[config.mk]
export PLATFORM = sky130hd
export DESIGN_NAME = can_id_ownership_arbiter
export DESIGN_NICKNAME = d
export VERILOG_FILES = /design/src/hw/rtl/cioa_pkg.sv /design/src/hw/rtl/cioa_alu.sv /design/src/hw/rtl/cioa_ctrl.sv /design/src/hw/rtl/can_id_ownership_arbiter.sv
export SDC_FILE = /design/constraint.sdc
export NUM_CORES = 1
export LEC_CHECK = 0
export BUFFER_PORTS_ARGS = -buffer_cell sky130_fd_sc_hd__buf_2
export CORE_MARGIN = 10
export CORE_UTILIZATION = 60
export CTS_BUF_LIST = sky130_fd_sc_hd__clkbuf_16
export DETAILED_ROUTE_END_ITERATION = 7
export PLACE_DENSITY_LB_ADDON = 0.1
export SYNTH_ARGS = -nofsm -noshare
export SYNTH_HDL_FRONTEND = slang
export SYNTH_HIERARCHICAL = 1
export SYNTH_SLANG_ARGS = --single-unit
[constraint.sdc]
create_clock -name clk_i -period 17.1 [get_ports clk_i]
set_input_delay 0.855 -clock clk_i [delete_from_list [all_inputs] [get_ports clk_i]]
set_output_delay 0.855 -clock clk_i [all_outputs]
set_load 0.02 [all_outputs]
[src/hw/rtl/cioa_pkg.sv]
`timescale 1ns / 1ps
// ----------------------------------------------------------------------------
// cioa_pkg - CAN id ownership arbiter package
// Shared types, codes and reset constants for the arbiter and its parts.
// ----------------------------------------------------------------------------
package cioa_pkg;

  // Number of slot id registers in the register map
  localparam int unsigned NUM_ID_REGS = 5;
  localparam int unsigned ID_W        = 11;
  localparam int unsigned TICKS_W     = 16;
  localparam int unsigned CFG_DATA_W  = 16;
  localparam int unsigned CFG_IDX_W   = 3;

  // Reset values of the configuration registers
  localparam logic [TICKS_W-1:0] BOOT_LISTEN_RESET = 16'd150;
  localparam logic [TICKS_W-1:0] SILENCE_TOUT_RESET = 16'd50;
  localparam logic [ID_W-1:0] SLOT_ID_RESET [NUM_ID_REGS] = '{
    11'h221, 11'h2D1, 11'h321, 11'h3A1, 11'h545
  };

  // Transaction operation codes
  typedef enum logic [1:0] {
    OP_TICK  = 2'd0,
    OP_FRAME = 2'd1,
    OP_QUERY = 2'd2,
    OP_NONE  = 2'd3
  } op_e;

  // Emulation modes; the unused code behaves as automatic
  typedef enum logic [1:0] {
    MODE_AUTO   = 2'd0,
    MODE_ALWAYS = 2'd1,
    MODE_NEVER  = 2'd2,
    MODE_RSVD   = 2'd3
  } mode_e;

  // Configuration register indexes
  typedef enum logic [CFG_IDX_W-1:0] {
    REG_MODE  = 3'd0,
    REG_BOOT  = 3'd1,
    REG_TOUT  = 3'd2,
    REG_SLOT0 = 3'd3,
    REG_SLOT1 = 3'd4,
    REG_SLOT2 = 3'd5,
    REG_SLOT3 = 3'd6,
    REG_SLOT4 = 3'd7
  } reg_idx_e;

  // Shared unit operations
  typedef enum logic [2:0] {
    ALU_ADD,
    ALU_SUB,
    ALU_EQ,
    ALU_LT,
    ALU_GT
  } alu_op_e;

  // Operand pairs fed to the shared unit
  typedef enum logic [2:0] {
    SRC_TICK_ONE,
    SRC_ID_SCAN,
    SRC_TICK_BOOT,
    SRC_TICK_HEARD,
    SRC_ELAP_TOUT
  } src_e;

  // Sequencer states
  typedef enum logic [2:0] {
    ST_IDLE,
    ST_TICK,
    ST_SCAN,
    ST_BOOT,
    ST_ELAP,
    ST_TOUT,
    ST_DONE
  } state_e;

  // Input transaction
  typedef struct packed {
    logic [1:0]      op;
    logic [ID_W-1:0] can_id;
    logic [2:0]      slot;
  } req_t;

  // Result transaction
  typedef struct packed {
    logic       may_transmit;
    logic       slot_matched;
    logic [2:0] matched_slot;
    logic [4:0] active_mask;
  } rsp_t;

  // Controls from sequencer to datapath
  typedef struct packed {
    logic    busy;
    logic    done;
    logic    capture;
    alu_op_e alu_op;
    src_e    src;
    logic    tick_we;
    logic    scan_en;
    logic    boot_we;
    logic    elap_we;
    logic    may_we;
  } ctl_t;

  // Status from datapath to sequencer
  typedef struct packed {
    logic start;
    op_e  op;
    logic slot_ok;
    logic scan_last;
    logic hit;
  } sts_t;

endpackage

[src/hw/rtl/cioa_alu.sv]
`timescale 1ns / 1ps
// ----------------------------------------------------------------------------
// cioa_alu - shared arithmetic and compare unit
// One adder/subtractor/comparator reused by every step of the sequencer.
// ----------------------------------------------------------------------------
module cioa_alu
  import cioa_pkg::*;
#(
  parameter int unsigned W = 32
) (
  input  alu_op_e      op_i,
  input  logic [W-1:0] a_i,
  input  logic [W-1:0] b_i,
  output logic [W-1:0] res_o,
  output logic         flag_o
);

  always_comb begin
    res_o  = '0;
    flag_o = 1'b0;
    case (op_i)
      ALU_ADD: res_o  = a_i + b_i;
      ALU_SUB: res_o  = a_i - b_i;
      ALU_EQ:  flag_o = (a_i == b_i);
      ALU_LT:  flag_o = (a_i < b_i);
      ALU_GT:  flag_o = (a_i > b_i);
      default: begin
        res_o  = '0;
        flag_o = 1'b0;
      end
    endcase
  end

endmodule

[src/hw/rtl/cioa_ctrl.sv]
`timescale 1ns / 1ps
// ----------------------------------------------------------------------------
// cioa_ctrl - arbiter sequencer
// Steps one transaction through the shared unit and raises the done strobe.
// ----------------------------------------------------------------------------
module cioa_ctrl
  import cioa_pkg::*;
(
  input  logic clk_i,
  input  logic rst_ni,
  input  sts_t sts_i,
  output ctl_t ctl_o
);

  state_e state_q, state_d;

  // Next state
  always_comb begin
    state_d = state_q;
    case (state_q)
      ST_IDLE: begin
        if (sts_i.start) begin
          case (sts_i.op)
            OP_TICK:  state_d = ST_TICK;
            OP_FRAME: state_d = ST_SCAN;
            OP_QUERY: state_d = sts_i.slot_ok ? ST_BOOT : ST_DONE;
            default:  state_d = ST_DONE;
          endcase
        end
      end
      ST_TICK: state_d = ST_DONE;
      ST_SCAN: begin
        if (sts_i.hit || sts_i.scan_last) state_d = ST_DONE;
      end
      ST_BOOT: state_d = ST_ELAP;
      ST_ELAP: state_d = ST_TOUT;
      ST_TOUT: state_d = ST_DONE;
      ST_DONE: state_d = ST_IDLE;
      default: state_d = ST_IDLE;
    endcase
  end

  // Outputs
  always_comb begin
    ctl_o         = '0;
    ctl_o.alu_op  = ALU_ADD;
    ctl_o.src     = SRC_TICK_ONE;
    ctl_o.busy    = (state_q != ST_IDLE);
    case (state_q)
      ST_IDLE: ctl_o.capture = sts_i.start;
      ST_TICK: begin
        ctl_o.alu_op  = ALU_ADD;
        ctl_o.src     = SRC_TICK_ONE;
        ctl_o.tick_we = 1'b1;
      end
      ST_SCAN: begin
        ctl_o.alu_op  = ALU_EQ;
        ctl_o.src     = SRC_ID_SCAN;
        ctl_o.scan_en = 1'b1;
      end
      ST_BOOT: begin
        ctl_o.alu_op  = ALU_LT;
        ctl_o.src     = SRC_TICK_BOOT;
        ctl_o.boot_we = 1'b1;
      end
      ST_ELAP: begin
        ctl_o.alu_op  = ALU_SUB;
        ctl_o.src     = SRC_TICK_HEARD;
        ctl_o.elap_we = 1'b1;
      end
      ST_TOUT: begin
        ctl_o.alu_op = ALU_GT;
        ctl_o.src    = SRC_ELAP_TOUT;
        ctl_o.may_we = 1'b1;
      end
      ST_DONE: ctl_o.done = 1'b1;
      default: ctl_o.busy = 1'b0;
    endcase
  end

  always_ff @(posedge clk_i or negedge rst_ni) begin
    if (!rst_ni) begin
      state_q <= ST_IDLE;
    end else begin
      state_q <= state_d;
    end
  end

endmodule

[src/hw/rtl/can_id_ownership_arbiter.sv]
`timescale 1ns / 1ps
// ----------------------------------------------------------------------------
// can_id_ownership_arbiter - CAN id ownership arbiter
// Tracks when each emulated CAN id was last heard and answers whether this
// node may transmit on it.
// ----------------------------------------------------------------------------
// A transaction is taken when start is high and busy is low; exactly one
// result follows on rsp_o, flagged by done_o for a single cycle, and it must
// be captured then. All steps share one add/compare unit: a tick adds one to
// the time counter, a query runs the boot, elapsed and timeout steps, a frame
// compares the slot ids in turn until a hit or the last slot, and other codes
// and out-of-range queries go straight to done. busy is high from the cycle
// after acceptance through the done_o cycle. Configuration writes are taken
// at any time but are meant for idle periods.
module can_id_ownership_arbiter
  import cioa_pkg::*;
#(
  parameter int unsigned SLOTS     = 5,
  parameter int unsigned TIME_BITS = 32
) (
  input  logic                  clk_i,
  input  logic                  rst_ni,
  input  logic                  start,
  output logic                  busy,
  input  req_t                  req_i,
  output logic                  done_o,
  output rsp_t                  rsp_o,
  input  logic                  cfg_we_i,
  input  logic [CFG_IDX_W-1:0]  cfg_idx_i,
  input  logic [CFG_DATA_W-1:0] cfg_wdata_i
);

  localparam int unsigned SLOT_W = (SLOTS > 1) ? $clog2(SLOTS) : 1;

  // Configuration registers
  mode_e              mode_q;
  logic [TICKS_W-1:0] boot_q;
  logic [TICKS_W-1:0] tout_q;
  logic [ID_W-1:0]    slot_id_q [NUM_ID_REGS];

  // Arbiter state
  logic [TIME_BITS-1:0] tick_q;
  logic [TIME_BITS-1:0] heard_time_q [SLOTS];
  logic [SLOTS-1:0]     heard_q;
  logic [SLOTS-1:0]     active_q;

  // Per-transaction working registers
  req_t                 item_q;
  logic [SLOT_W-1:0]    scan_idx_q;
  logic                 boot_lt_q;
  logic [TIME_BITS-1:0] elap_q;
  logic                 may_q;
  logic                 matched_q;
  logic [2:0]           which_q;

  ctl_t                 ctl;
  sts_t                 sts;
  logic [TIME_BITS-1:0] alu_a, alu_b, alu_res;
  logic                 alu_flag;
  logic [SLOT_W-1:0]    qidx;
  logic                 may_d;

  assign qidx = item_q.slot[SLOT_W-1:0];

  // Status towards the sequencer
  always_comb begin
    sts.start     = start && !busy;
    sts.op        = op_e'(req_i.op);
    sts.slot_ok   = ({29'd0, req_i.slot} < SLOTS);
    sts.scan_last = (scan_idx_q == SLOT_W'(SLOTS - 1));
    sts.hit       = alu_flag;
  end

  cioa_ctrl u_ctrl (
    .clk_i  (clk_i),
    .rst_ni (rst_ni),
    .sts_i  (sts),
    .ctl_o  (ctl)
  );

  // Operand selection for the shared unit
  always_comb begin
    alu_a = tick_q;
    alu_b = TIME_BITS'(1);
    case (ctl.src)
      SRC_TICK_ONE: begin
        alu_a = tick_q;
        alu_b = TIME_BITS'(1);
      end
      SRC_ID_SCAN: begin
        alu_a = TIME_BITS'(slot_id_q[3'(scan_idx_q)]);
        alu_b = TIME_BITS'(item_q.can_id);
      end
      SRC_TICK_BOOT: begin
        alu_a = tick_q;
        alu_b = TIME_BITS'(boot_q);
      end
      SRC_TICK_HEARD: begin
        alu_a = tick_q;
        alu_b = heard_time_q[qidx];
      end
      SRC_ELAP_TOUT: begin
        alu_a = elap_q;
        alu_b = TIME_BITS'(tout_q);
      end
      default: begin
        alu_a = tick_q;
        alu_b = TIME_BITS'(1);
      end
    endcase
  end

  cioa_alu #(
    .W (TIME_BITS)
  ) u_alu (
    .op_i   (ctl.alu_op),
    .a_i    (alu_a),
    .b_i    (alu_b),
    .res_o  (alu_res),
    .flag_o (alu_flag)
  );

  // Transmit decision for the queried slot
  always_comb begin
    case (mode_q)
      MODE_ALWAYS: may_d = 1'b1;
      MODE_NEVER:  may_d = 1'b0;
      default:     may_d = !boot_lt_q && (!heard_q[qidx] || alu_flag);
    endcase
  end

  // Configuration writes
  always_ff @(posedge clk_i or negedge rst_ni) begin
    if (!rst_ni) begin
      mode_q <= MODE_AUTO;
      boot_q <= BOOT_LISTEN_RESET;
      tout_q <= SILENCE_TOUT_RESET;
      for (int i = 0; i < NUM_ID_REGS; i++) slot_id_q[i] <= SLOT_ID_RESET[i];
    end else if (cfg_we_i) begin
      case (reg_idx_e'(cfg_idx_i))
        REG_MODE:  mode_q       <= mode_e'(cfg_wdata_i[1:0]);
        REG_BOOT:  boot_q       <= cfg_wdata_i;
        REG_TOUT:  tout_q       <= cfg_wdata_i;
        REG_SLOT0: slot_id_q[0] <= cfg_wdata_i[ID_W-1:0];
        REG_SLOT1: slot_id_q[1] <= cfg_wdata_i[ID_W-1:0];
        REG_SLOT2: slot_id_q[2] <= cfg_wdata_i[ID_W-1:0];
        REG_SLOT3: slot_id_q[3] <= cfg_wdata_i[ID_W-1:0];
        REG_SLOT4: slot_id_q[4] <= cfg_wdata_i[ID_W-1:0];
        default:   mode_q       <= mode_q;
      endcase
    end
  end

  // Time counter, heard flags and active mask
  always_ff @(posedge clk_i or negedge rst_ni) begin
    if (!rst_ni) begin
      tick_q   <= '0;
      heard_q  <= '0;
      active_q <= '0;
      for (int i = 0; i < SLOTS; i++) heard_time_q[i] <= '0;
    end else begin
      if (ctl.tick_we) tick_q <= alu_res;
      if (ctl.scan_en && alu_flag) begin
        heard_q[scan_idx_q]      <= 1'b1;
        heard_time_q[scan_idx_q] <= tick_q;
      end
      if (ctl.may_we) active_q[qidx] <= may_d;
    end
  end

  // Per-transaction working registers
  always_ff @(posedge clk_i or negedge rst_ni) begin
    if (!rst_ni) begin
      item_q     <= '0;
      scan_idx_q <= '0;
      boot_lt_q  <= 1'b0;
      elap_q     <= '0;
      may_q      <= 1'b0;
      matched_q  <= 1'b0;
      which_q    <= '0;
    end else begin
      if (ctl.capture) begin
        item_q     <= req_i;
        scan_idx_q <= '0;
        may_q      <= 1'b0;
        matched_q  <= 1'b0;
        which_q    <= '0;
      end
      if (ctl.scan_en) begin
        if (alu_flag) begin
          matched_q <= 1'b1;
          which_q   <= 3'(scan_idx_q);
        end else if (!sts.scan_last) begin
          scan_idx_q <= scan_idx_q + SLOT_W'(1);
        end
      end
      if (ctl.boot_we) boot_lt_q <= alu_flag;
      if (ctl.elap_we) elap_q    <= alu_res;
      if (ctl.may_we)  may_q     <= may_d;
    end
  end

  // Result transaction
  assign busy   = ctl.busy;
  assign done_o = ctl.done;
  always_comb begin
    rsp_o.may_transmit = may_q;
    rsp_o.slot_matched = matched_q;
    rsp_o.matched_slot = which_q;
    rsp_o.active_mask  = 5'(active_q);
  end

endmodule
==> results.toml, run 1 <==
[power]
power.total_mw = 4.59
ir_worst_vdd_uv = 113
pwr_density_cell_mw_per_mm2 = 212
leakage_nw = 9.97

[sta]
tightest_slew_ps = 1300
fin_skew_ps = 23.7
rsz0062_at_grt = "no"
setup_viol_count_final = 0
drv_slew = 0
maxSlewHeadroom_pct = 12.9
hold_violations = 0
fin_crit_ps = 8160
holdWs_ps = 409
finalCritPeriodShare_pct = 47.7
tns_ps = 0
fmax_mhz = 123

[logic_synthesis]
synth_seq_cells = 349
netlist_instances = 1758
seq_area_frac_synth_pct = 43.7
yosysTopAreaCellShare_pct = 39.9
synth.area.top_cells = "dfrtp_1 40%, mux2_2 16%, ha_1 4.1%, dfstp_2 3.8%, mux2_4 3.6%"
synth_edf_count = 0
async_flop_share_pct = 100
ys.flop_type = "dfrtp_1"
synth_nets = 1865
ys_types = 99
netlist_area_sq_mm = 0.0201
yosys_warnings = 6
yosys.area.top_type = "dfrtp_1"
syn_avg_cell_area_sq_um = 11.4

[setup_path]
cp-start-kind = "register"
crit_path_top_delay_cell = "nor3_4"
slowest_delay_ps = 1040
rr_worst_depth = 24
cp-end-kind = "register"
critPathBufInv = 4
cp.depth = 24
crit_top_cell = "buf_4"
cp_cell_sequence = "nor2_2, and2_4, or2_2, buf_4, nand3b_1, buf_4, nor2_2, nand2_1, nand3_1, inv_1, ha_1, a21oi_1, nand3b_1, o211ai_1, a31oi_1, o21ai_2, a21o_1, o211ai_1, a2111oi_0, a211o_1, nand2_4, nor3_4, buf_4, mux2_2"
cp_data_required_time_ps = 17520
crit_family = "simple AND/OR/NAND/NOR gates"
crit_type = "register to register"
cp_max_fo = 60
cp.arrival_ps = 8580

[floorplan]
ioPinCount = 51
die_area_sq_mm = 0.0412
die_w_um = 203
core-area_sq_mm = 0.0328
initial_core_util_pct = 61.2
die_y_um = 203
rows = 66

[finish]
nNetsFinal = 1865
fin_cells = 2229
area_growth_pct = 8.02
diodes = 0
final_area_sq_mm = 0.0217
drive_gt1_share_pct = 32.0

[clocking]
postCtsResizedCells = 0
cts_tree = "yes"
cts-buffers-inserted = 39
cts_sinks = 349
hold_buffers = 0
root_buffer = "clkbuf_16"
clk_path_buf_depth = 3
htreeDepth = 2
cts_setup_buffers = 0
path_clk_slew_ps = 50
clk_latency_ps = 550

[routing]
drtIter0Drc = 1043
via_per_inst = 6.31
dr.pass1.iters = 7
wirelength_mm = 51.2
vias = 14076
drc_errors = 0
routedWlPerCell_um = 23.0
postRouteAntennaNets = 0

[global_route]
grt_pass1_vias = 14440
antenna_found_initial = 0
grt.total_usage_pct = 24.7
grt-ovfl-total = 0
grt_max_degree = 124
grt_first_pass_wirelength_mm = 81.9

[placed_design]
gp_congestion = 0.936
dp_cells = 2159
dp_hpwl_mm = 34.7
placed_area_sq_mm = 0.0205
place.port_buffers = 50

[hold_path]
hold_path.class = "primary input to async pin"

[job]
drv_cap = 0

[outcome]
status = "finished, final reports clean"
-- cells by family after synthesis --
group | synth area share (%)
compound gates | 13.3
simple gates | 9.35
fa+ha+maj | 4.32
xor+xnor | 1.05
mux | 23.6
flops | 43.7
buf+inv | 4.62
-- worst paths after layout --
check | start | end | slack, ps
setup / recovery | u_ctrl/state_q[1] | heard_time_q[68] | 8940
hold / removal | rst_ni | heard_time_q[153] | 410
setup reg to reg | u_ctrl/state_q[1] | heard_time_q[68] | 8940
hold reg to reg | heard_q[0] | heard_q[0] | 460
max in group asynchronous | rst_ni | heard_time_q[103] | 14200
min in group clk_i | heard_q[0] | heard_q[0] | 460
-- where the power goes --
group          leakage [nW]  internal [mW]  switching, mW  total, mW
combinational          4.81           1.06           1.55       2.62
clock                 0.616          0.440          0.339      0.778
sequential             4.54           1.03          0.160       1.20
-- flip-flops by register name (all words and copies together) (netlist names) --
register and cells:
active_q 5, boot_lt_q 1, boot_q 16, elap_q 32, heard_q 5, heard_time_q 160, item_q 11, matched_q 1
may_q 1, mode_q 2, qidx 3, scan_idx_q 3, slot_id_q 55, tick_q 32, tout_q 16, u_ctrl/state_q 3
which_q 3
-- per-stage QoR --
step | utilization [%] | setup slack (ps)
detailed placement | 62.5 | 9040
floorplan | - | 11320
global placement | 62.5 | 9220
global route | 66.1 | 8350
finish | 66.1 | 8940
CTS | 66.1 | 9000
-- per-layer routing --
metal  wire [um]  vias up  track usage (%)
li1            -     6417                -
met1       22500     7213             32.2
met5           0        -                0
met4        1830        0             9.09
met2       25000      348             41.6
met3        1950       98             3.07
-- cell usage in the layout (no fill, tap or decap), types with 11 or more instances in the layout --
master / count
mux2i_1: 40
buf_2: 49
nand2_1: 67
a22o_1: 24
dfstp_2: 29
nor2b_1: 25
o22a_1: 21
ha_1: 66
dfrtp_1: 319
o211ai_1: 18
mux2_4: 48
nand2b_1: 22
xnor2_1: 19
buf_4: 29
a22oi_1: 32
clkbuf_16: 40
a211oi_1: 11
mux2_2: 286
nor3_1: 20
o21ai_0: 49
a21o_1: 12
a2bb2oi_1: 24
mux4_2: 17
inv_1: 84
nand3_1: 28
o21bai_1: 11
nor2_1: 114
a21oi_1: 71
-- cell type report --
class | instances | area (sq um)
fillers | 2580 | 11100
repair buffers | 79 | 478
well taps | 442 | 553
clock inverters | 30 | 175
flip-flops and latches | 349 | 8770
multi-input cells | 1215 | 10400
clock buffers | 40 | 1000
inverters | 74 | 278
-- synth_stat cells, drive strengths merged (6+ instances only) --
cell / number
mux2: 335
dfrtp: 320
nor2: 121
inv: 74
a21oi: 72
buf: 68
nand2: 68
ha: 66
o21ai: 56
clkbuf: 52
mux2i: 40
a22oi: 32
dfstp: 29
nand3: 28
nor2b: 26
a22o: 24
a2bb2oi: 24
nor3: 23
nand2b: 22
o22a: 21
xnor2: 19
o211ai: 18
mux4: 17
a211oi: 12
a21o: 12
o21bai: 12
and2: 10
o21a: 10
a31oi: 9
nor3b: 9
nor4: 8
o221ai: 8
nand3b: 7
nand4: 7
o221a: 7
o31ai: 7
and3: 6
or2: 6
or3: 6
(Power assumes the default switching activity.)
==> run 2: changes to the inputs <==
==> constraint.sdc (replaced) <==
create_clock -name clk_i -period 7.6 [get_ports clk_i]
set_input_delay 0.38 -clock clk_i [delete_from_list [all_inputs] [get_ports clk_i]]
set_output_delay 0.38 -clock clk_i [all_outputs]
set_load 0.02 [all_outputs]
==> run 2 against run 1 <==
The flow now finishes with violations (negative hold slack). Critical path type unchanged. Via count increased by 0.38%. Largest power group unchanged. Non-clock buffer count increased by 16. Sequential cell count unchanged. Critical endpoint is now heard_time_q[110]. First-iteration DRC count decreased by 5.8%. Combinational power increased by 130%. Clock skew increased by 3.6 ps.
==> results.toml, run 2 (synthesis gave the netlist of run 1 again) <==
[job]
drv_cap = 0

[floorplan]
rows = 66
die_area_sq_mm = 0.0412
ioPinCount = 51
die_w_um = 203
die_y_um = 203
core-area_sq_mm = 0.0328
initial_core_util_pct = 61.2

[finish]
nNetsFinal = 1881
top_regs = "heard_time_q: 160 flops, slot_id_q: 55 flops"
final_cell_mix = "319 x dfrtp_1, 286 x mux2_2, 115 x nor2_1"
regMostFlops = "heard_time_q"
largest_reg_flops = 160
area_growth_pct = 8.50
post-route-util_pct = 66.4
fill_cells = 2539
final_common_cell = "dfrtp_1"
drive_gt1_share_pct = 32.3
diodes = 0

[setup_path]
cp-start-kind = "register"
rr_worst_depth = 24
r2r-start = "u_ctrl/state_q[1]"
cp.arrival_ps = 7460
crit_family = "simple AND/OR/NAND/NOR gates"
cp_max_fo = 22
crit_type = "register to register"
regToRegSetupSlack_ps = 550
slowest_delay_ps = 1000
crit_path_top_delay_cell = "nor2b_1"
r2r_end = "heard_time_q[110]"
cp-end-kind = "register"
critPathBufInv = 4
cp_data_required_time_ps = 8000
cp_cell_sequence = "nor2b_4, and2_4, or2_2, nor2b_1, buf_4, a22oi_1, a2bb2oi_1, nand3_1, inv_1, ha_1, o21ai_0, nor2_1, o31ai_2, a31oi_1, o21ai_2, a21o_1, o211ai_1, a2111oi_0, a211o_1, buf_4, nand3_1, or3_2, buf_12, mux2_1"

[global_route]
grt_max_degree = 133
grt.total_usage_pct = 25.3
grt_pass1_vias = 14619
grt_first_pass_wirelength_mm = 83.4
grt-ovfl-total = 0
antenna_found_initial = 0

[sta]
holdWs_ps = -51.9
fin_crit_ps = 7050
tns_ps = 0
hold_violations = 18
drv_slew = 0
finalCritPeriodShare_pct = 92.8
rsz0062_at_grt = "no"
fmax_mhz = 142
setup_viol_count_final = 0
fin_skew_ps = 27.2
maxSlewHeadroom_pct = 12.2
tightest_slew_ps = 1310

[clocking]
clk_path_buf_depth = 3
cts-buffers-inserted = 39
clk_latency_ps = 540
hold_buffers = 0
cts_tree = "yes"
htreeDepth = 2
root_buffer = "clkbuf_16"
cts_setup_buffers = 0
cts_sinks = 349
postCtsResizedCells = 0
path_clk_slew_ps = 60

[power]
power_frac_seq_pct = 26.4
pwr_density_cell_mw_per_mm2 = 478
switching_share_pct = 44.7
leakage_nw = 10.0
power.switching_mw = 4.65
ir_worst_vdd_uv = 271
p_int_mw = 5.76
p_clk_share_pct = 16.8
combPwrFrac_pct = 56.9

[placed_design]
dp_hpwl_mm = 36.0
place.port_buffers = 50
gp_congestion = 0.923

[outcome]
status = "complete, but fails checks"
violations = "negative hold slack"

[routing]
dr.pass1.iters = 5
via_per_inst = 6.31
wl_met1_mm = 22.9
wirelength_mm = 52.4
vias = 14130
route.met2.wl_mm = 25.3
routedWlPerCell_um = 23.4
dr_wl_met3_mm = 2.19
top_layer = "met4"
postRouteAntennaNets = 0
drtIter0Drc = 983
drc_errors = 0

[hold_path]
hold_path.class = "primary input to async pin"
run 2: per-layer routing:
layer	vias to the layer above	track usage, %
met5	-	0
li1	6453	-
met2	364	42.4
met4	0	9.75
met3	89	3.01
met1	7224	33.0
run 2: area by class of cell:
class	instances	area [sq um]	area share, %
Sequential cell	349	8770	40.3
Tap cell	442	553	2.54
Multi-Input combinational cell	1215	10400	47.8
Clock inverter	25	145	0.667
Timing Repair Buffer	95	611	2.81
Inverter	74	278	1.28
Clock buffer	40	1000	4.60
run 2: power by group through the flow:
stage / registers, mW / clock network, mW / logic, mW
after detailed placement: 2.77 / 0 / 5.82
after global routing: 2.81 / 1.84 / 6.45
after floorplan: 2.59 / 0 / 4.48
after CTS: 2.74 / 1.77 / 5.85
after global placement: 2.74 / 0 / 5.78
final: 2.75 / 1.75 / 5.92
run 2: worst register-to-register path: cells and delay by family, from the launching register on:
kind | cells | cell delay (ps)
adder cells (fa/ha/maj) | 1 | 390
flip-flops | 1 | 500
multiplexers | 1 | 340
AND/OR/NAND/NOR | 8 | 2790
buffers and inverters | 4 | 820
AO/OA/AOI/OAI | 10 | 2090
run 2: worst max-delay path by stage:
stage          slack [ps]               from  depth (start not counted)           endpoint
3_3_place_gp          890  u_ctrl/state_q[1]                         23  heard_time_q[110]
2_1_floorplan        1820  u_ctrl/state_q[2]                         25  heard_time_q[130]
6_report              550  u_ctrl/state_q[1]                         24  heard_time_q[110]
3_5_place_dp          680  u_ctrl/state_q[1]                         23  heard_time_q[102]
4_1_cts               650  u_ctrl/state_q[1]                         23  heard_time_q[110]
5_1_grt               150  u_ctrl/state_q[1]                         23  heard_time_q[110]
run 2: per-stage QoR:
| stage | setup WS, ps | hold slack [ps] | total power [mW] | cell area, sq um | instances |
|---|---|---|---|---|---|
| 6_report | 548 | -51.9 | 10.4 | 21800 | 2240 |
| 3_5_place_dp | 684 | 455 | 8.59 | 20600 | 2175 |
| 3_3_place_gp | 886 | 449 | 8.52 | 20600 | 2175 |
| 5_1_grt | 148 | 42.1 | 11.1 | 21800 | 2240 |
| 2_1_floorplan | 1820 | 84.4 | 7.07 | 20100 | 1758 |
| 4_1_cts | 654 | 16.0 | 10.4 | 21800 | 2240 |
